$ cat src/rtl/crs_pkg.sv
package crs_pkg;

	localparam int SLOTS = 128;
	localparam int IDX_W = (SLOTS > 1) ? $clog2(SLOTS) : 1;
	localparam int CNT_W = $clog2(SLOTS + 1);
	localparam int SLOT_W = 7;
	localparam int PAD_W = (SLOT_W > IDX_W) ? SLOT_W : IDX_W;

	localparam int REC_BYTES = 9;
	localparam logic [7:0] CRC_POLY = 8'h07;
	localparam logic [7:0] CRC_INIT = 8'hFF;

	localparam logic [1:0] OP_RESTORE = 2'd0;
	localparam logic [1:0] OP_SAVE = 2'd1;
	localparam logic [1:0] OP_FORCE = 2'd2;
	localparam logic [1:0] OP_NONE = 2'd3;

	localparam logic [2:0] ST_RESTORED = 3'd0;
	localparam logic [2:0] ST_CORRUPT = 3'd1;
	localparam logic [2:0] ST_WRITTEN = 3'd2;
	localparam logic [2:0] ST_WRITTEN_ERASED = 3'd3;
	localparam logic [2:0] ST_SKIPPED = 3'd4;

	localparam int ACT_W = 4;
	localparam logic [ACT_W-1:0] ACT_NONE = 4'd0;
	localparam logic [ACT_W-1:0] ACT_TAKE = 4'd1;
	localparam logic [ACT_W-1:0] ACT_SCAN_START = 4'd2;
	localparam logic [ACT_W-1:0] ACT_SCAN = 4'd3;
	localparam logic [ACT_W-1:0] ACT_RESTORE = 4'd4;
	localparam logic [ACT_W-1:0] ACT_FEED = 4'd5;
	localparam logic [ACT_W-1:0] ACT_WAIT_CRC = 4'd6;
	localparam logic [ACT_W-1:0] ACT_SKIP = 4'd7;
	localparam logic [ACT_W-1:0] ACT_ERASE = 4'd8;
	localparam logic [ACT_W-1:0] ACT_WRITE = 4'd9;

	typedef struct packed {
		logic [31:0] duty;
		logic [31:0] volt;
		logic [7:0]  flags;
		logic [7:0]  crc;
	} rec_t;

	typedef struct packed {
		logic             vld;
		logic             is_save;
		logic [IDX_W-1:0] idx;
		rec_t             rec;
		logic [7:0]       crc;
	} tag_t;

	typedef struct packed {
		logic go;
		logic restore;
		logic scan_done;
		logic crc_out;
		logic skip;
		logic need_erase;
		logic out_free;
	} cond_t;

	function automatic logic [7:0] crc_byte(input logic [7:0] c, input logic [7:0] b);
		logic [7:0] r;
		r = c ^ b;
		for (int k = 0; k < 8; k++) begin
			r = r[7] ? ((r << 1) ^ CRC_POLY) : (r << 1);
		end
		return r;
	endfunction

	function automatic logic [7:0] rec_byte(input rec_t r, input int k);
		logic [71:0] d;
		d = {r.duty, r.volt, r.flags};
		return d[71 - 8 * k -: 8];
	endfunction

	function automatic logic [SLOT_W-1:0] slot_out(input logic [IDX_W-1:0] i);
		logic [PAD_W-1:0] w;
		w = PAD_W'(i);
		return w[SLOT_W-1:0];
	endfunction

endpackage

$ cat src/rtl/crs_crc_pipe.sv
module crs_crc_pipe (
	input  logic          clk,
	input  logic          arst_n,
	input  logic          flush,
	input  crs_pkg::tag_t in_tag,
	output crs_pkg::tag_t out_tag
);
	import crs_pkg::*;

	// one record byte per stage
	tag_t                 pipe_s [REC_BYTES];
	tag_t                 stage_d [REC_BYTES];
	logic [REC_BYTES-1:0] vld_s;

	always_ff @(posedge clk or negedge arst_n) begin
		if (!arst_n) begin
			vld_s <= '0;
		end else if (flush) begin
			vld_s <= '0;
		end else begin
			vld_s <= {vld_s[REC_BYTES-2:0], in_tag.vld};
		end
	end

	always_comb begin
		stage_d[0] = in_tag;
		stage_d[0].crc = crc_byte(in_tag.crc, rec_byte(in_tag.rec, 0));
		for (int k = 1; k < REC_BYTES; k++) begin
			stage_d[k] = pipe_s[k-1];
			stage_d[k].crc = crc_byte(pipe_s[k-1].crc, rec_byte(pipe_s[k-1].rec, k));
		end
	end

	always_ff @(posedge clk) begin
		pipe_s <= stage_d;
	end

	always_comb begin
		out_tag = pipe_s[REC_BYTES-1];
		out_tag.vld = vld_s[REC_BYTES-1];
	end

endmodule

$ cat config.mk
export PLATFORM = sky130hd
export DESIGN_NAME = crs_crc_pipe
export DESIGN_NICKNAME = d
export VERILOG_FILES = /design/src/rtl/crs_pkg.sv /design/src/rtl/crs_crc_pipe.sv
export SDC_FILE = /design/constraint.sdc
export NUM_CORES = 1
export LEC_CHECK = 0
export BUFFER_PORTS_ARGS = -buffer_cell sky130_fd_sc_hd__buf_2
export CAP_MARGIN = 0
export CORE_MARGIN = 8
export CORE_UTILIZATION = 64
export CTS_BUF_LIST = sky130_fd_sc_hd__clkbuf_8
export CTS_CLUSTER_SIZE = 28
export DETAILED_ROUTE_END_ITERATION = 8
export PLACE_DENSITY = 0.95
export RECOVER_POWER = 50
export SLEW_MARGIN = 30
export SYNTH_ARGS = -nofsm -noshare
export SYNTH_HDL_FRONTEND = slang
export SYNTH_SLANG_ARGS = --single-unit
$ cat constraint.sdc
create_clock -name clk -period 2 [get_ports clk]
set_clock_uncertainty 0.1 [all_clocks]
set_input_delay 0.4 -clock clk [delete_from_list [all_inputs] [get_ports clk]]
set_output_delay 0.4 -clock clk [all_outputs]
set_load 0.05 [all_outputs]
==> results of run 1 <==
## path summary, 6_finish.rpt
path / from / to / slack (ps) / cells past startpoint
worst max-delay path: out_tag[58] / out_tag[58] / 180 / 1
worst min-delay path: in_tag[6] / pipe_s[782] / 70 / 3
worst max register to register: pipe_s[743] / pipe_s[584] / 290 / 3
worst min register to register: pipe_s[797] / pipe_s[700] / 210 / 0
max in group asynchronous: arst_n / vld_s[0] / 850 / 3
min in group asynchronous: arst_n / vld_s[7] / 670 / 3
## flip-flops by register name, summed over array words and instances (netlist names)
| name | flops |
|---|---|
| vld_s | 9 |
| pipe_s | 768 |
| out_tag | 96 |
## what timing repair did
action	4_1_cts	5_1_grt
hold buffers	94	0
hold endpoints to repair	108	0
buffers inserted	0	0
## through the flow
stage                     hold slack [ps]  power [uW]  instance area (um2)  cells  util, %
after floorplan                      4.41       25300                20200   1167        -
after global placement                139       26000                21000   1669     66.9
after detailed placement              156       26600                21000   1669     66.9
after CTS                            14.3       39800                24200   1971     77.4
after global routing                 16.5       41200                24200   1971     77.4
final                                65.5       39600                24200   1971     77.4
## cell usage in the layout (no fill, tap or decap), types with 3 or more instances in the layout
cell type	instances
buf_2	196
bufinv_16	3
clkbuf_8	144
clkinv_2	9
dfrtp_1	9
dfxtp_1	864
dlygate4sd3_1	94
inv_1	48
nor2b_1	9
xnor2_1	132
xnor3_1	10
xnor3_2	6
xor2_1	38
## per-layer routing
layer	vias up	wire length, um	track usage, %
met5	-	0	0
met4	0	1040	9.26
met3	61	1420	5.09
met2	211	18400	33.7
met1	3925	12300	16.9
li1	4158	-	-
## report_power, final
part | total (uW) | internal [uW] | switching (uW)
sequential | 19900 | 19200 | 710
clock | 12900 | 6880 | 6000
combinational | 6750 | 3160 | 3590
## cell type report
type	count	area share, %
multi-input cells	197	8.02
well taps	402	2.07
repair buffers	291	7.96
flip-flops and latches	873	72.3
clock buffers	144	8.17
clock inverters	64	1.52
## kinds of logic after synthesis
group                     count (synthesis)
and+or+nand+nor                           9
buffers and inverters                    97
xor gates and xnor gates                188
DFF                                     873
==> impl_results.md, run 1 <==
* Endpoints failing hold at 0
* CTS tree: done
* Vias in the first global route at between 9000 and 10000
* Die X at roughly 190 um
* Worst hold path class: in -> reg
* Number of vias per cell at about 4.2
* Num CTS Buffers at about 120
* Post-synthesis compound-gate area fraction at 0%
* Setup CP Type: reg -> out
* Grt total ovfl at 0
* DP Worst Slack at about 370 ps
* Share of layout cells above drive strength 1 at a little under a quarter
* Synthesis Warnings at 0
* Post-Syn Area at between 0.02 and 0.025 mm2
* Largest cells by area after synthesis: dfxtp_1, xnor2_1, buf_4
* CTS clock-pin slew for the worst setup and hold paths at ~60 ps
* Post-route setup TNS at 0 ps
* Crit. End Element: primary output
* Most common cell in the netlist: dfxtp_1
* Relative slew slack at between 60% and 70%
* Die Y at 194 um
* Count of different cell masters after synthesis at 9
* Critical path buffers and inverters at 1
* Sequential area share after synthesis at between 80% and 90%
* Latest clock arrival within the worst-skew pair at 660 ps
* Fmax at 549 MHz
* Largest family of logic cells by synthesized area: XOR/XNOR gates
* Proportion of synthesized area in mux cells at 0%
* Crit start category: flop
* Power per cell area at ~1600 mW/mm2
* Outcome: finished clean
* Post-synth EDFFs at 0
* Crit path DAT at approximately 1300 ps
* Total GRT Usage at between 10% and 20%
* Crit path max-delay family: flip-flops
* Crit-path max FO at 1
* H-tree depth at 3
* Final setup viols at 0
* FILL cells at between 1500 and 2000
* Worst ir drop on vdd at between 1000 and 1500 uV
* Ys async rst share at about 1.0%
* Post-synth top flop: dfxtp_1
* Total core area at ~0.031 mm2
* Root Driver: clkbuf_8
* Antenna violations before repair at 0
* Diode count at 0
* Post-CTS sizing at 0
* Leakage dissipation at 0.0107 uW
* WP data required at approximately 1500 ps
* First-pass GRT wire length at ~51000 um
* WL/cell at between 15 and 20 um
* Synth Area in Adders at 0%
* Final ANT Viol Nets at 0
* DR iter-0 viols at around 170
* Buffers on Ports at 196
* Area occupied by registers at between 0.015 and 0.02 mm2
* CTS sink cnt at around 870
* DRC violations left at 0
* Synth-to-layout area growth at 20.1%
* Detailed placement HPWL at 19300 um
* Multi-input gate area at 0.00195 mm2
* DR vias at roughly 8400
* Crit-path slowest cell: dfxtp_1
* Max Slew Vio Count at 0
* Routability cong. at between 0.7 and 0.8
* XOR/XNOR share of the synthesized area at under 10%
* Highest cell delay on the worst timing path at 370 ps
* Largest net degree at the start of global routing at 17
* Synth Area in Simple Gates at less than 1%
* Share of the synthesized area in the top cell type at about 86%
* Yosys reg bits at about 870
* Row count at 65
* Synth top cells by count: dfxtp_1, xnor2_1, buf_4
* CTS max path bufs at 3
* Fin crit period at about 1800 ps
* Mapped Avg Cell Area at 17.3 um2
* Final wirelength at roughly 33000 um
* RSZ-0062 raised after global routing: no
* Initial DRT Pass Iterations at 4
* Least-Margin Pin Slew at about 520 ps
* CP Cell Sequence: buf_2
* Syn Nets at around 1300
* Synth area leader: dfxtp_1
* Final worst-path cycle share at a little over 90%
* Full die area at about 0.037 mm2
* Cell count after synthesis at 1167
* Fin nets at about 1600
* Initial Util at between 60 and 70%
* Max cap viols at 0
* I/O Pins at between 150 and 200
* Final worst slack at about 180 ps
Power figures use the tool's default switching activity.
==> run 2, diff against run 1 <==
--- a/config.mk
+++ b/config.mk
@@ -12,7 +12,7 @@
 export CTS_BUF_LIST = sky130_fd_sc_hd__clkbuf_8
 export CTS_CLUSTER_SIZE = 28
 export DETAILED_ROUTE_END_ITERATION = 8
-export PLACE_DENSITY = 0.95
+export PLACE_DENSITY = 0.85
 export RECOVER_POWER = 50
 export SLEW_MARGIN = 30
 export SYNTH_ARGS = -nofsm -noshare
==> constraint.sdc (replaced) <==
create_clock -name clk -period 2 [get_ports clk]
set_clock_uncertainty 0.1 [all_clocks]
set_input_delay 0.4 -clock clk [delete_from_list [all_inputs] [get_ports clk]]
set_output_delay 0.4 -clock clk [all_outputs]
set_load 0.02 [all_outputs]
==> impl_results.md, run 2 (synthesis gave the netlist of run 1 again) <==
* Outcome: finished clean
* Row count at 65 (unchanged)
* RSZ-0062 raised after global routing: no
* Non-filler instance count after layout at 1959 (-0.61%)
* Number of vias per cell at 4.14 (-2.2%)
* Crit. End Element: primary output
* Number of flip-flops in the largest register at 768 (unchanged)
* Routability cong. at 0.738 (+3.3%)
* Crit path DAT at 1180 ps (-140 ps)
* Synth-to-layout area growth at 18.8%
* Crit-path max FO at 1 (unchanged)
* Total core area at 0.0313 mm2 (unchanged)
* CTS sink cnt at 873 (unchanged)
* Sw Share at 24.6% (-1.4 points)
* Crit-path slowest cell: dfxtp_1
* Endpoints failing hold at 0 (unchanged)
* Latest clock arrival within the worst-skew pair at 630 ps (-30 ps)
* Antenna violations before repair at 1 (+1)
* First-pass GRT wire length at 47000 um (-8.2%)
* Full die area at 0.0375 mm2 (unchanged)
* WL/cell at 15.4 um (-8.3%)
* Share of layout cells above drive strength 1 at 22.7% (-0.58 points)
* Final worst slack at 320 ps (+141 ps)
* CP Cell Sequence: buf_2
* Final worst-path cycle share at 84.0% (-7.0 points)
* Clk network pwr share at 31.4% (-1.1 points)
* Crit path max-delay family: flip-flops
* Least-Margin Pin Slew at 493 ps (-31.0 ps)
* Buffers on Ports at 196 (unchanged)
* CTS max path bufs at 3 (unchanged)
* CTS clock-pin slew for the worst setup and hold paths at 60 ps (about the same)
* Post-CTS sizing at 0 (unchanged)
* Power per cell area at 1570 mW/mm2 (-3.8%)
* Largest net degree at the start of global routing at 16 (-1)
* Post-route setup TNS at 0 ps (unchanged)
* Final ANT Viol Nets at 0 (unchanged)
* Crit start category: flop
* DR vias at 8119 (-2.8%)
* Max Slew Vio Count at 0 (unchanged)
* CTS tree: done
* Fin nets at 1579 (-0.13%)
* FILL cells at 1712 (+6.9%)
* Final core utilization at 76.6% (-0.82 points)
* Worst hold path class: in -> reg
* WP data required at 1500 ps (about the same)
* Placed insts at 1668 (-0.060%)
* Max cap viols at 0 (unchanged)
* I/O Pins at 197 (unchanged)
* DP Worst Slack at 416 ps (+46.1 ps)
* Detailed placement HPWL at 17300 um (-10%)
* Final wirelength at 30200 um (-8.8%)
* DR iter-0 viols at 178 (+7.9%)
* Initial DRT Pass Iterations at 4 (unchanged)
* Leakage dissipation at 0.0106 uW (-1.3%)
* Vias in the first global route at 9196 (-3.8%)
* Logic pwr share at 15.9% (-1.2 points)
* Num CTS Buffers at 117 (-0.85%)
* Biggest register: pipe_s
* Relative slew slack at 67.1% (+2.3 points)
* Total GRT Usage at 16.0% (-1.7 points)
* Grt total ovfl at 0 (unchanged)
* Die X at 194 um (unchanged)
* DRC violations left at 0 (unchanged)
* Commonest non-fill, non-tap cell in the layout: dfxtp_1
* Initial Util at 64.5% (unchanged)
* Root Driver: clkbuf_8
* Setup CP Type: reg -> out
* Die Y at 194 um (unchanged)
* Fin crit period at 1680 ps (-141 ps)
* Highest cell delay on the worst timing path at 380 ps (about the same)
* Final setup viols at 0 (unchanged)
* Worst ir drop on vdd at 789 uV (-25%)
* H-tree depth at 3 (unchanged)
* Fmax at 595 MHz (+8.4%)
* Seq pwr share at 52.8% (+2.4 points)
* Commonest non-fill, non-tap cells in the layout: dfxtp_1, buf_2, clkbuf_8
* Power Total at 37700 uW (-4.8%)
* Internal power at 28400 uW (-3.0%)
* Sw Pwr at 9280 uW (-9.9%)
* Critical path buffers and inverters at 1 (unchanged)
-- run 2: changes by cell type in the layout (fill, tap and decap cells not counted), moves of 2 or more --
cell / change
clkbuf_8: -11
clkinv_2: +4
bufinv_16: -3
clkinvlp_4: +2
clkinv_8: -2
inv_1: -2
-- run 2: area by class of cell --
class	instances	area, um2	share of cell area (%)
timing repair buffer	290	1920	8.00
clock buffer	133	1830	7.63
multi-input combinational	197	1950	8.11
sequential	873	17500	73.0
tap	402	503	2.10
clock inverter	63	270	1.13
antenna	1	2.50	0.0104
-- run 2: power by group through the flow --
stage	logic [uW]	clock network, uW	registers (uW)
after floorplan	4890	0	20000
after global placement	5440	0	20100
after detailed placement	5700	0	20200
after CTS	5980	12100	19900
after global routing	6460	13000	20000
final	5980	11800	19900
-- run 2: worst paths after layout --
path / to / slack (ps) / cells past startpoint / from
worst max-delay path: out_tag[40] / 320 / 1 / out_tag[40]
worst min-delay path: pipe_s[778] / 70 / 3 / in_tag[2]
worst max register to register: pipe_s[197] / 370 / 3 / pipe_s[330]
min in group asynchronous: vld_s[3] / 170 / 2 / arst_n
max in group asynchronous: vld_s[5] / 1290 / 2 / arst_n
worst min register to register: pipe_s[139] / 220 / 0 / pipe_s[236]
-- run 2: through the flow --
step | hold WS, ps | instance area [um2]
after floorplan | 4.41 | 20200
after global placement | 144 | 21000
after detailed placement | 156 | 21000
after CTS | 0.579 | 24000
after global routing | 72.8 | 24000
final | 69.6 | 24000
-- run 2: what timing repair did --
action | CTS | global route
hold buffers | 94 | 0
setup buffers | 0 | 0
endpoints found under the hold margin | 108 | 0
-- run 2: metal layers --
layer	GRT usage [%]	part of all wire, %	vias up
met5	0	0	-
met4	8.10	3.7	0
met3	4.95	4.9	70
met2	30.5	54	216
met1	15.2	38	3697
li1	-	-	4136
