File: src/rtl/crs_pkg.sv
package crs_pkg;

	localparam int SLOTS = 128;
	localparam int IDX_W = (SLOTS > 1) ? $clog2(SLOTS) : 1;
	localparam int CNT_W = $clog2(SLOTS + 1);
	localparam int SLOT_W = 7;
	localparam int PAD_W = (SLOT_W > IDX_W) ? SLOT_W : IDX_W;

	localparam int REC_BYTES = 9;
	localparam logic [7:0] CRC_POLY = 8'h07;
	localparam logic [7:0] CRC_INIT = 8'hFF;

	localparam logic [1:0] OP_RESTORE = 2'd0;
	localparam logic [1:0] OP_SAVE = 2'd1;
	localparam logic [1:0] OP_FORCE = 2'd2;
	localparam logic [1:0] OP_NONE = 2'd3;

	localparam logic [2:0] ST_RESTORED = 3'd0;
	localparam logic [2:0] ST_CORRUPT = 3'd1;
	localparam logic [2:0] ST_WRITTEN = 3'd2;
	localparam logic [2:0] ST_WRITTEN_ERASED = 3'd3;
	localparam logic [2:0] ST_SKIPPED = 3'd4;

	localparam int ACT_W = 4;
	localparam logic [ACT_W-1:0] ACT_NONE = 4'd0;
	localparam logic [ACT_W-1:0] ACT_TAKE = 4'd1;
	localparam logic [ACT_W-1:0] ACT_SCAN_START = 4'd2;
	localparam logic [ACT_W-1:0] ACT_SCAN = 4'd3;
	localparam logic [ACT_W-1:0] ACT_RESTORE = 4'd4;
	localparam logic [ACT_W-1:0] ACT_FEED = 4'd5;
	localparam logic [ACT_W-1:0] ACT_WAIT_CRC = 4'd6;
	localparam logic [ACT_W-1:0] ACT_SKIP = 4'd7;
	localparam logic [ACT_W-1:0] ACT_ERASE = 4'd8;
	localparam logic [ACT_W-1:0] ACT_WRITE = 4'd9;

	typedef struct packed {
		logic [31:0] duty;
		logic [31:0] volt;
		logic [7:0]  flags;
		logic [7:0]  crc;
	} rec_t;

	typedef struct packed {
		logic             vld;
		logic             is_save;
		logic [IDX_W-1:0] idx;
		rec_t             rec;
		logic [7:0]       crc;
	} tag_t;

	typedef struct packed {
		logic go;
		logic restore;
		logic scan_done;
		logic crc_out;
		logic skip;
		logic need_erase;
		logic out_free;
	} cond_t;

	function automatic logic [7:0] crc_byte(input logic [7:0] c, input logic [7:0] b);
		logic [7:0] r;
		r = c ^ b;
		for (int k = 0; k < 8; k++) begin
			r = r[7] ? ((r << 1) ^ CRC_POLY) : (r << 1);
		end
		return r;
	endfunction

	function automatic logic [7:0] rec_byte(input rec_t r, input int k);
		logic [71:0] d;
		d = {r.duty, r.volt, r.flags};
		return d[71 - 8 * k -: 8];
	endfunction

	function automatic logic [SLOT_W-1:0] slot_out(input logic [IDX_W-1:0] i);
		logic [PAD_W-1:0] w;
		w = PAD_W'(i);
		return w[SLOT_W-1:0];
	endfunction

endpackage

File: src/rtl/crs_seq.sv
module crs_seq (
	input  logic                        clk,
	input  logic                        arst_n,
	input  crs_pkg::cond_t              cond,
	output logic [crs_pkg::ACT_W-1:0]   act
);
	import crs_pkg::*;

	localparam int PC_W = 4;

	localparam logic [PC_W-1:0] STEP_WAIT = 4'd0;
	localparam logic [PC_W-1:0] STEP_DISPATCH = 4'd1;
	localparam logic [PC_W-1:0] STEP_SCAN_INIT = 4'd2;
	localparam logic [PC_W-1:0] STEP_SCAN = 4'd3;
	localparam logic [PC_W-1:0] STEP_RESULT = 4'd4;
	localparam logic [PC_W-1:0] STEP_FEED = 4'd5;
	localparam logic [PC_W-1:0] STEP_CRC_WAIT = 4'd6;
	localparam logic [PC_W-1:0] STEP_DECIDE = 4'd7;
	localparam logic [PC_W-1:0] STEP_SKIP = 4'd8;
	localparam logic [PC_W-1:0] STEP_ERASE_CHK = 4'd9;
	localparam logic [PC_W-1:0] STEP_ERASE = 4'd10;
	localparam logic [PC_W-1:0] STEP_WRITE = 4'd11;

	localparam int COND_W = 3;
	localparam logic [COND_W-1:0] COND_ALWAYS = 3'd0;
	localparam logic [COND_W-1:0] COND_GO = 3'd1;
	localparam logic [COND_W-1:0] COND_RESTORE = 3'd2;
	localparam logic [COND_W-1:0] COND_SCAN_DONE = 3'd3;
	localparam logic [COND_W-1:0] COND_CRC_OUT = 3'd4;
	localparam logic [COND_W-1:0] COND_SKIP = 3'd5;
	localparam logic [COND_W-1:0] COND_NEED_ERASE = 3'd6;
	localparam logic [COND_W-1:0] COND_OUT_FREE = 3'd7;

	typedef struct packed {
		logic [ACT_W-1:0]  act;
		logic [COND_W-1:0] sel;
		logic [PC_W-1:0]   t_true;
		logic [PC_W-1:0]   t_false;
	} uword_t;

	function automatic uword_t ucode(input logic [PC_W-1:0] pc);
		case (pc)
			STEP_WAIT:      return '{ACT_TAKE, COND_GO, STEP_DISPATCH, STEP_WAIT};
			STEP_DISPATCH:  return '{ACT_NONE, COND_RESTORE, STEP_SCAN_INIT, STEP_FEED};
			STEP_SCAN_INIT: return '{ACT_SCAN_START, COND_ALWAYS, STEP_SCAN, STEP_SCAN};
			STEP_SCAN:      return '{ACT_SCAN, COND_SCAN_DONE, STEP_RESULT, STEP_SCAN};
			STEP_RESULT:    return '{ACT_RESTORE, COND_OUT_FREE, STEP_WAIT, STEP_RESULT};
			STEP_FEED:      return '{ACT_FEED, COND_ALWAYS, STEP_CRC_WAIT, STEP_CRC_WAIT};
			STEP_CRC_WAIT:  return '{ACT_WAIT_CRC, COND_CRC_OUT, STEP_DECIDE, STEP_CRC_WAIT};
			STEP_DECIDE:    return '{ACT_NONE, COND_SKIP, STEP_SKIP, STEP_ERASE_CHK};
			STEP_SKIP:      return '{ACT_SKIP, COND_OUT_FREE, STEP_WAIT, STEP_SKIP};
			STEP_ERASE_CHK: return '{ACT_NONE, COND_NEED_ERASE, STEP_ERASE, STEP_WRITE};
			STEP_ERASE:     return '{ACT_ERASE, COND_ALWAYS, STEP_WRITE, STEP_WRITE};
			STEP_WRITE:     return '{ACT_WRITE, COND_OUT_FREE, STEP_WAIT, STEP_WRITE};
			default:        return '{ACT_NONE, COND_ALWAYS, STEP_WAIT, STEP_WAIT};
		endcase
	endfunction

	logic [PC_W-1:0] pc_q;
	uword_t          word;
	logic            taken;

	always_comb begin
		word = ucode(pc_q);
		case (word.sel)
			COND_ALWAYS:     taken = 1'b1;
			COND_GO:         taken = cond.go;
			COND_RESTORE:    taken = cond.restore;
			COND_SCAN_DONE:  taken = cond.scan_done;
			COND_CRC_OUT:    taken = cond.crc_out;
			COND_SKIP:       taken = cond.skip;
			COND_NEED_ERASE: taken = cond.need_erase;
			COND_OUT_FREE:   taken = cond.out_free;
			default:         taken = 1'b0;
		endcase
	end

	assign act = word.act;

	always_ff @(posedge clk or negedge arst_n) begin
		if (!arst_n) begin
			pc_q <= STEP_WAIT;
		end else begin
			pc_q <= taken ? word.t_true : word.t_false;
		end
	end

endmodule

File: config.mk
export PLATFORM = sky130hd
export DESIGN_NAME = crs_seq
export DESIGN_NICKNAME = d
export VERILOG_FILES = /design/src/rtl/crs_pkg.sv /design/src/rtl/crs_seq.sv
export SDC_FILE = /design/constraint.sdc
export NUM_CORES = 1
export LEC_CHECK = 0
export BUFFER_PORTS_ARGS = -buffer_cell sky130_fd_sc_hd__buf_2
export CAP_MARGIN = 40
export CORE_AREA = 2 2 39 41
export DETAILED_ROUTE_END_ITERATION = 8
export DIE_AREA = 0 0 41 43
export PLACE_DENSITY = 0.58
export SLEW_MARGIN = 40
export SYNTH_ARGS = -nofsm -noshare
export SYNTH_HDL_FRONTEND = slang
export SYNTH_SLANG_ARGS = --single-unit
File: constraint.sdc
create_clock -name clk -period 2.57 [get_ports clk]
set_input_delay 0.3855 -clock clk [delete_from_list [all_inputs] [get_ports clk]]
set_output_delay 0.3855 -clock clk [all_outputs]
set_load 0.01 [all_outputs]
==> impl_metrics.py, run 1 <==
metrics = {
    "setup_path": {
        "crit_top_cell": "a21oi_1",
        "cp_cell_sequence": "inv_1 -> ha_1 -> a21oi_1 -> or2_1 -> a2111oi_0 -> a21oi_1 -> nand3_2 -> mux2_4",
        "cp_max_fo": 5,
        "cp.required_ns": 2.68,
        "critical-path-top-delay-family": "compound AO/OA/AOI/OAI gates",
        "crit_slowest_cell": "a2111oi_0",
        "crit_path_start_kind": "flop",
        "worstSetupPathType": "reg -> reg",
        "worstPathArrival_ns": 2.54,
        "crit_buf_inv": 1,
        "slowest_delay_ns": 0.49,
        "end_kind": "flop",
    },
    "clock_tree": {
        "clk_pin_slew_worst_paths_ns": 0.04,
        "htreeDepth": 1,
        "post_cts_resized": 0,
        "cts_tree": "yes",
        "cts_root_buf": "clkbuf_4",
        "cts_setup_buffers": 0,
        "clockBufferDepth": 2,
        "clk-insertion-delay-late_ns": 0.24,
        "hold_buffers": 1,
        "cts.sinks": 4,
        "cts_buffers": 3,
    },
    "logic_synthesis": {
        "synth_mux_area_frac": 0.0804,
        "ys_async_sr_fraction": 1.00,
        "synthAdderAreaFrac": 0.126,
        "ys_warn_count": 0,
        "synthFlopType": "dfrtp_1",
        "syn-num-nets": 76,
        "yosys.area_share.simple": 0.191,
        "synth_compound_area_frac": 0.304,
        "synth_top_family_by_area": "compound AO/OA/AOI/OAI gates",
        "netlist_instances": 62,
        "synth-edff-count": 0,
        "synth_xor_area_frac": 0,
        "ys_seq_area_frac": 0.201,
        "ys_ff_latch": 4,
        "syn_avg_cell_area_um2": 8.03,
        "syn_area_um2": 498,
        "synthDistinctLibCells": 28,
    },
    "timing": {
        "hold_violations": 0,
        "worst_pin_slew_ns": 0.512,
        "finClkSkew_ns": 0.00531,
        "period_share": 0.942,
        "slew_violations": 0,
        "setup_tns_ns": 0,
        "period_needed_ns": 2.42,
        "slew_headroom": 0.650,
        "rsz0062_at_grt": "false",
        "fmax_ghz": 0.413,
        "setup_viol": 0,
    },
    "placement": {
        "gp_congestion": 0.789,
        "post-dp-hpwl_um": 884,
        "io_buffers": 12,
        "dp_cells": 88,
    },
    "cells_and_area": {
        "n_fill_cell": 142,
        "fin_util": 0.428,
        "top_regs": "pc_q x4",
        "drive_above_1_share": 0.342,
        "stdcell_count": 92,
        "nets": 92,
        "largest_register_ffs": 4,
        "top_register": "pc_q",
        "mostFrequentLayoutCells": "buf_2 (12), a21oi_1 (8), inv_2 (5), nand2_1 (5), ha_1 (5)",
        "area_growth_pct": 18.8,
        "multi_input_area_um2": 349,
        "seq_area_um2": 100,
        "layout_commonest_cell": "buf_2",
        "n_antenna_cell": 0,
    },
    "die": {
        "dieArea_um2": 1760,
        "die_w_um": 41,
        "core_um2": 1380,
        "io_pins": 13,
        "die_y_um": 43,
        "rows": 14,
        "initial_core_util": 0.360,
    },
    "status": {
        "outcome": "complete, no violations",
    },
    "drt": {
        "dr.first_iter.drc_count": 6,
        "wl_um": 1190,
        "drc": 0,
        "num_vias": 498,
        "via_per_inst": 5.41,
        "drt_first_pass_iters": 4,
        "ant_nets": 0,
        "wl_per_cell_um": 13.0,
    },
    "pwr": {
        "ir_drop_mv": 0.518,
        "total_leakage_power_nw": 0.286,
        "powerDensity_nw_per_um2": 1680,
    },
    "grt": {
        "grt_max_degree": 15,
        "gr-total-overflow": 0,
        "grt_pass1_wl_um": 1890,
        "antenna_found_initial": 0,
        "grt_pass1_vias": 447,
        "grtUsageTotal": 0.155,
    },
    "run": {
        "maxCapViolations": 0,
    },
    "hold_path": {
        "hold_path_class": "in -> async",
    },
}
## path summary, 6_finish.rpt
path | from | to | slack (ns) | cells past startpoint
worst min register to register | pc_q[1] | pc_q[2] | 0.77 | 2
min in group clk | cond[0] | pc_q[3] | 0.69 | 5
max in group asynchronous | arst_n | pc_q[1] | 1.94 | 2
worst max-delay path | pc_q[1] | pc_q[1] | 0.15 | 8
worst max register to register | pc_q[1] | pc_q[1] | 0.15 | 8
worst min-delay path | arst_n | pc_q[3] | 0.51 | 2
## logic make-up after synthesis
kind of cell	after synthesis
mux	3
flops	4
buf+inv	10
simple gates	18
fa+ha+maj	5
compound gates	22
## cell usage after synthesis, drive strengths merged (2+ instances only)
| cell | n | area share |
|---|---|---|
| dfrtp | 4 | 0.20 |
| buf | 2 | 0.038 |
| o22ai | 3 | 0.038 |
| nor2 | 4 | 0.030 |
| ha | 5 | 0.13 |
| o2111ai | 2 | 0.060 |
| nand2b | 3 | 0.038 |
| nand3 | 2 | 0.030 |
| inv | 7 | 0.053 |
| mux2 | 2 | 0.060 |
| or2 | 2 | 0.030 |
| o21ai | 4 | 0.040 |
| nand2 | 5 | 0.038 |
| a21oi | 8 | 0.080 |
## per-stage QoR
stage	total power, mW	hold slack (ns)	setup slack, ns	instance area [um^2]
global placement	0.905	0.192	0.256	559
floorplan	0.764	0.0899	0.522	498
finish	0.994	0.507	0.149	592
detailed placement	0.901	0.196	0.256	559
CTS	0.988	0.479	0.222	592
global route	1.09	0.508	0.0114	592
## cell type report
| type | instances | area share |
|---|---|---|
| multi-input cells | 48 | 0.590 |
| flip-flops and latches | 4 | 0.169 |
| repair buffers | 13 | 0.118 |
| inverters | 8 | 0.0507 |
| clock buffers | 3 | 0.0381 |
| well taps | 16 | 0.0338 |
## per-layer routing
| layer | global-route usage | vias up | routed length, um |
|---|---|---|---|
| li1 | - | 251 | - |
| met5 | 0 | - | 0 |
| met1 | 0.200 | 228 | 550 |
| met2 | 0.231 | 19 | 565 |
| met3 | 0.0785 | 0 | 77 |
| met4 | 0.0200 | 0 | 0 |
## where the power goes
part           internal, mW  switching, mW  total, mW
combinational         0.341          0.402      0.744
clock                0.0522         0.0261     0.0784
sequential           0.0987         0.0731      0.172
## worst register-to-register path, cell delays in order, from the launching register on
cell and delay [ns]:
dfrtp_1 0.39, inv_1 0.12, ha_1 0.39, a21oi_1 0.09, or2_1 0.23, a2111oi_0 0.49
a21oi_1 0.13, nand3_2 0.15, mux2_4 0.31
No activity file was read; power rests on OpenSTA's default activity.
==> inputs of run 2 (changes only) <==
--- a/config.mk
+++ b/config.mk
@@ -7,10 +7,12 @@
 export LEC_CHECK = 0
 export BUFFER_PORTS_ARGS = -buffer_cell sky130_fd_sc_hd__buf_2
 export CAP_MARGIN = 40
-export CORE_AREA = 2 2 39 41
+export CELL_PAD_IN_SITES_DETAIL_PLACEMENT = 1
+export CELL_PAD_IN_SITES_GLOBAL_PLACEMENT = 1
+export CORE_MARGIN = 2
+export CORE_UTILIZATION = 35
 export DETAILED_ROUTE_END_ITERATION = 8
-export DIE_AREA = 0 0 41 43
-export PLACE_DENSITY = 0.58
+export PLACE_DENSITY = 0.72
 export SLEW_MARGIN = 40
 export SYNTH_ARGS = -nofsm -noshare
 export SYNTH_HDL_FRONTEND = slang
==> impl_metrics.py, run 2 (synthesis results as in run 1) <==
metrics = {
    "clock_tree": {
        "cts_tree": "yes",
        "post_cts_resized": 0,
        "cts.sinks": 4,
        "clockBufferDepth": 2,
        "clk_pin_slew_worst_paths_ns": 0.04,
        "htreeDepth": 1,
        "cts_buffers": 3,
        "cts_root_buf": "clkbuf_4",
        "clk-insertion-delay-late_ns": 0.24,
    },
    "setup_path": {
        "cp_cell_sequence": "inv_1 -> ha_1 -> a21oi_1 -> nand2b_1 -> a2111oi_0 -> a21oi_1 -> nand3_2 -> mux2_4",
        "cp_max_fo": 5,
        "slowest_delay_ns": 0.44,
        "worstPathArrival_ns": 2.44,
        "end_kind": "flop",
        "worstSetupPathType": "reg -> reg",
        "crit_top_cell": "a21oi_1",
        "critical-path-top-delay-family": "compound AO/OA/AOI/OAI gates",
        "crit_buf_inv": 1,
        "cp.required_ns": 2.69,
        "crit_slowest_cell": "a2111oi_0",
        "r2r_setup_slack_ns": 0.25,
        "crit_path_start_kind": "flop",
    },
    "hold_path": {
        "hold_path_class": "in -> async",
    },
    "pwr": {
        "powerDensity_nw_per_um2": 1750,
        "total_leakage_power_nw": 0.296,
        "ir_drop_mv": 0.475,
        "power.total_mw": 1.06,
    },
    "drt": {
        "drt_first_pass_iters": 4,
        "wl_um": 1460,
        "ant_nets": 0,
        "drc": 0,
        "via_per_inst": 5.65,
        "dr.first_iter.drc_count": 7,
        "num_vias": 525,
        "wl_per_cell_um": 15.7,
    },
    "cells_and_area": {
        "fin_util": 0.460,
        "mostFrequentLayoutCells": "buf_2 (12), a21oi_1 (8), inv_2 (5), nand2_1 (5), ha_1 (5)",
        "top_register": "pc_q",
        "layout_commonest_cell": "buf_2",
        "nets": 94,
        "seq_area_um2": 100,
        "top_regs": "pc_q x4",
        "stdcell_count": 93,
        "n_antenna_cell": 0,
        "area_growth_pct": 21.6,
        "n_fill_cell": 164,
        "largest_register_ffs": 4,
        "multi_input_area_um2": 349,
        "drive_above_1_share": 0.359,
    },
    "die": {
        "die_y_um": 41.7,
        "die_w_um": 41.7,
        "rows": 13,
        "initial_core_util": 0.378,
        "io_pins": 13,
        "dieArea_um2": 1740,
        "core_um2": 1320,
    },
    "grt": {
        "antenna_found_initial": 0,
        "grt_pass1_vias": 561,
        "grtUsageTotal": 0.183,
        "grt_max_degree": 14,
        "gr-total-overflow": 0,
        "grt_pass1_wl_um": 2440,
    },
    "timing": {
        "period_share": 0.903,
        "slew_violations": 0,
        "whs_ns": 0.479,
        "setup_tns_ns": 0,
        "fmax_ghz": 0.431,
        "finClkSkew_ns": 0.00323,
        "period_needed_ns": 2.32,
        "worst_pin_slew_ns": 0.440,
        "setup_viol": 0,
        "hold_violations": 0,
        "slew_headroom": 0.706,
        "rsz0062_at_grt": "false",
    },
    "run": {
        "maxCapViolations": 0,
    },
    "placement": {
        "post-dp-hpwl_um": 1210,
        "dp_cells": 89,
        "gp_congestion": 0.794,
        "io_buffers": 12,
    },
    "status": {
        "outcome": "complete, no violations",
    },
}
run 2: changes by cell type in the layout (fill, tap and decap cells not counted):
cell and change:
buf_4 +2
run 2: final cells by class:
class,count,area share
Inverter,8,0.0496
Sequential cell,4,0.165
Clock buffer,3,0.0372
Timing Repair Buffer,15,0.140
Multi-Input combinational cell,48,0.576
Tap cell,15,0.0310
run 2: where the power goes:
group | total (mW) | internal [mW] | switching (mW)
clock network | 0.0844 | 0.0527 | 0.0318
registers | 0.165 | 0.0988 | 0.0661
logic | 0.809 | 0.367 | 0.443
total | 1.06 | 0.518 | 0.541
run 2: timing repair:
action                    in CTS  in global routing
hold buffers                   1                  0
hold endpoints to repair       4                  0
setup buffers                  0                  0
run 2: path summary, 6_finish.rpt:
check | from | end | cells after the start
max | pc_q[1] | pc_q[2] | 8
min | arst_n | pc_q[0] | 2
max reg2reg | pc_q[1] | pc_q[2] | 8
min reg2reg | pc_q[1] | pc_q[2] | 2
max in group asynchronous | arst_n | pc_q[2] | 2
min in group clk | cond[1] | pc_q[0] | 5
run 2: metal layers:
layer	track usage	wire (um)	share of wire	vias up
met5	0	0	0	-
met4	0.161	58	0.040	0
met3	0.0130	47	0.032	7
met2	0.291	704	0.48	16
met1	0.219	648	0.44	249
li1	-	-	-	253
run 2: stage by stage:
stage	area, um^2	worst slack, ns
after floorplan	498	0.522
after global placement	573	0.373
after detailed placement	573	0.265
after CTS	606	0.237
after global routing	606	0.126
final	606	0.250
==> inputs of run 3 (changes only) <==
--- a/config.mk
+++ b/config.mk
@@ -12,6 +12,7 @@
 export CORE_MARGIN = 2
 export CORE_UTILIZATION = 35
 export DETAILED_ROUTE_END_ITERATION = 8
+export HOLD_SLACK_MARGIN = 0.15
 export PLACE_DENSITY = 0.72
 export SLEW_MARGIN = 40
 export SYNTH_ARGS = -nofsm -noshare
==> constraint.sdc (replaced) <==
create_clock -name clk -period 2.3 [get_ports clk]
set_input_delay 0.345 -clock clk [delete_from_list [all_inputs] [get_ports clk]]
set_output_delay 0.345 -clock clk [all_outputs]
set_load 0.01 [all_outputs]
==> impl_metrics.py, run 3 (synthesis results as in run 1) <==
metrics = {
    "status": {
        "outcome": "complete, no violations",
    },
    "clock_tree": {
        "clk_pin_slew_worst_paths_ns": 0.04,
        "cts_root_buf": "clkbuf_4",
        "cts_setup_buffers": 0,
        "htreeDepth": 1,
        "clockBufferDepth": 2,
        "cts_tree": "yes",
        "cts.sinks": 4,
        "cts_buffers": 3,
        "clk-insertion-delay-late_ns": 0.24,
    },
    "hold_path": {
        "hold_path_class": "in -> async",
    },
    "cells_and_area": {
        "area_growth_pct": 28.4,
        "design_area_um2": 639,
        "mostFrequentLayoutCells": "buf_2 (12), a21oi_1 (7), buf_4 (6)",
        "n_antenna_cell": 0,
        "fin_util": 0.485,
        "largest_register_ffs": 4,
        "drive_above_1_share": 0.402,
        "top_register": "pc_q",
        "top_regs": "pc_q x4",
        "nets": 98,
        "layout_commonest_cell": "buf_2",
        "stdcell_count": 97,
    },
    "placement": {
        "post-dp-hpwl_um": 1110,
        "io_buffers": 12,
        "place_ws_ns": 0.110,
        "gp_congestion": 0.784,
        "placed_area_um2": 603,
        "dp_cells": 93,
    },
    "timing": {
        "slew_violations": 0,
        "period_share": 0.988,
        "worst_pin_slew_ns": 0.468,
        "setup_tns_ns": 0,
        "fin_ws_ns": 0.0285,
        "setup_viol": 0,
        "slew_headroom": 0.680,
        "finClkSkew_ns": 0.00633,
        "fmax_ghz": 0.440,
        "period_needed_ns": 2.27,
        "whs_ns": 0.448,
        "hold_violations": 0,
    },
    "grt": {
        "grt_pass1_wl_um": 2260,
        "antenna_found_initial": 0,
        "grtUsageTotal": 0.169,
        "gr-total-overflow": 0,
        "grt_pass1_vias": 533,
        "grt_max_degree": 11,
    },
    "drt": {
        "wl_um": 1370,
        "drc": 0,
        "wl_per_cell_um": 14.2,
        "drt_first_pass_iters": 4,
        "dr.first_iter.drc_count": 10,
        "ant_nets": 0,
        "num_vias": 528,
        "via_per_inst": 5.44,
    },
    "die": {
        "die_y_um": 41.7,
        "dieArea_um2": 1740,
        "core_um2": 1320,
        "io_pins": 13,
        "rows": 13,
        "die_w_um": 41.7,
        "initial_core_util": 0.378,
    },
    "pwr": {
        "power.total_mw": 1.23,
        "powerDensity_nw_per_um2": 1920,
        "ir_drop_mv": 0.798,
        "total_leakage_power_nw": 0.316,
    },
    "setup_path": {
        "cp.required_ns": 2.41,
        "worstSetupPathType": "reg -> reg",
        "end_kind": "flop",
        "crit_path_start_kind": "flop",
        "worstPathArrival_ns": 2.38,
        "cp_max_fo": 5,
    },
    "run": {
        "maxCapViolations": 0,
    },
}
## run 3: cell type report
type | instances | area (um^2)
repair buffers | 19 | 115
clock buffers | 3 | 22.5
well taps | 15 | 18.8
fillers | 177 | 678
inverters | 8 | 30.0
multi-input cells | 48 | 353
flip-flops and latches | 4 | 100
## run 3: final timing paths
kind,start,end,slack [ns],depth (start not counted)
worst min-delay path,arst_n,pc_q[2],0.45,2
min in group clk,cond[1],pc_q[0],0.67,5
worst max register to register,pc_q[1],pc_q[1],0.03,8
worst min register to register,pc_q[1],pc_q[2],0.77,2
worst max-delay path,pc_q[1],pc_q[1],0.03,8
max in group asynchronous,arst_n,pc_q[0],1.72,2
## run 3: worst max-delay path: stages, from the launching register on
cell and delay, ns:
dfrtp_1 0.39, inv_1 0.12, ha_1 0.33, a21oi_2 0.05, or2_1 0.22, a2111oi_0 0.46, a21oi_1 0.13, nand3_2 0.15
mux2_4 0.31
## run 3: report_power, final
group          switching (mW)  internal [mW]  total [mW]
Clock                  0.0283         0.0583      0.0867
Combinational           0.511          0.460       0.971
Sequential             0.0603          0.111       0.171
## run 3: repair_timing
item                       in CTS  in global routing
hold buffers                    1                  0
hold endpoints to repair        4                  0
setup endpoints to repair       0                  2
gates resized for setup         0                  1
## run 3: per-layer routing
layer | global-route usage | vias up | wire, um
met5 | 0 | - | 0
met4 | 0.0387 | 0 | 0
met3 | 0.0609 | 0 | 69
met2 | 0.281 | 14 | 718
met1 | 0.206 | 251 | 586
li1 | - | 263 | -
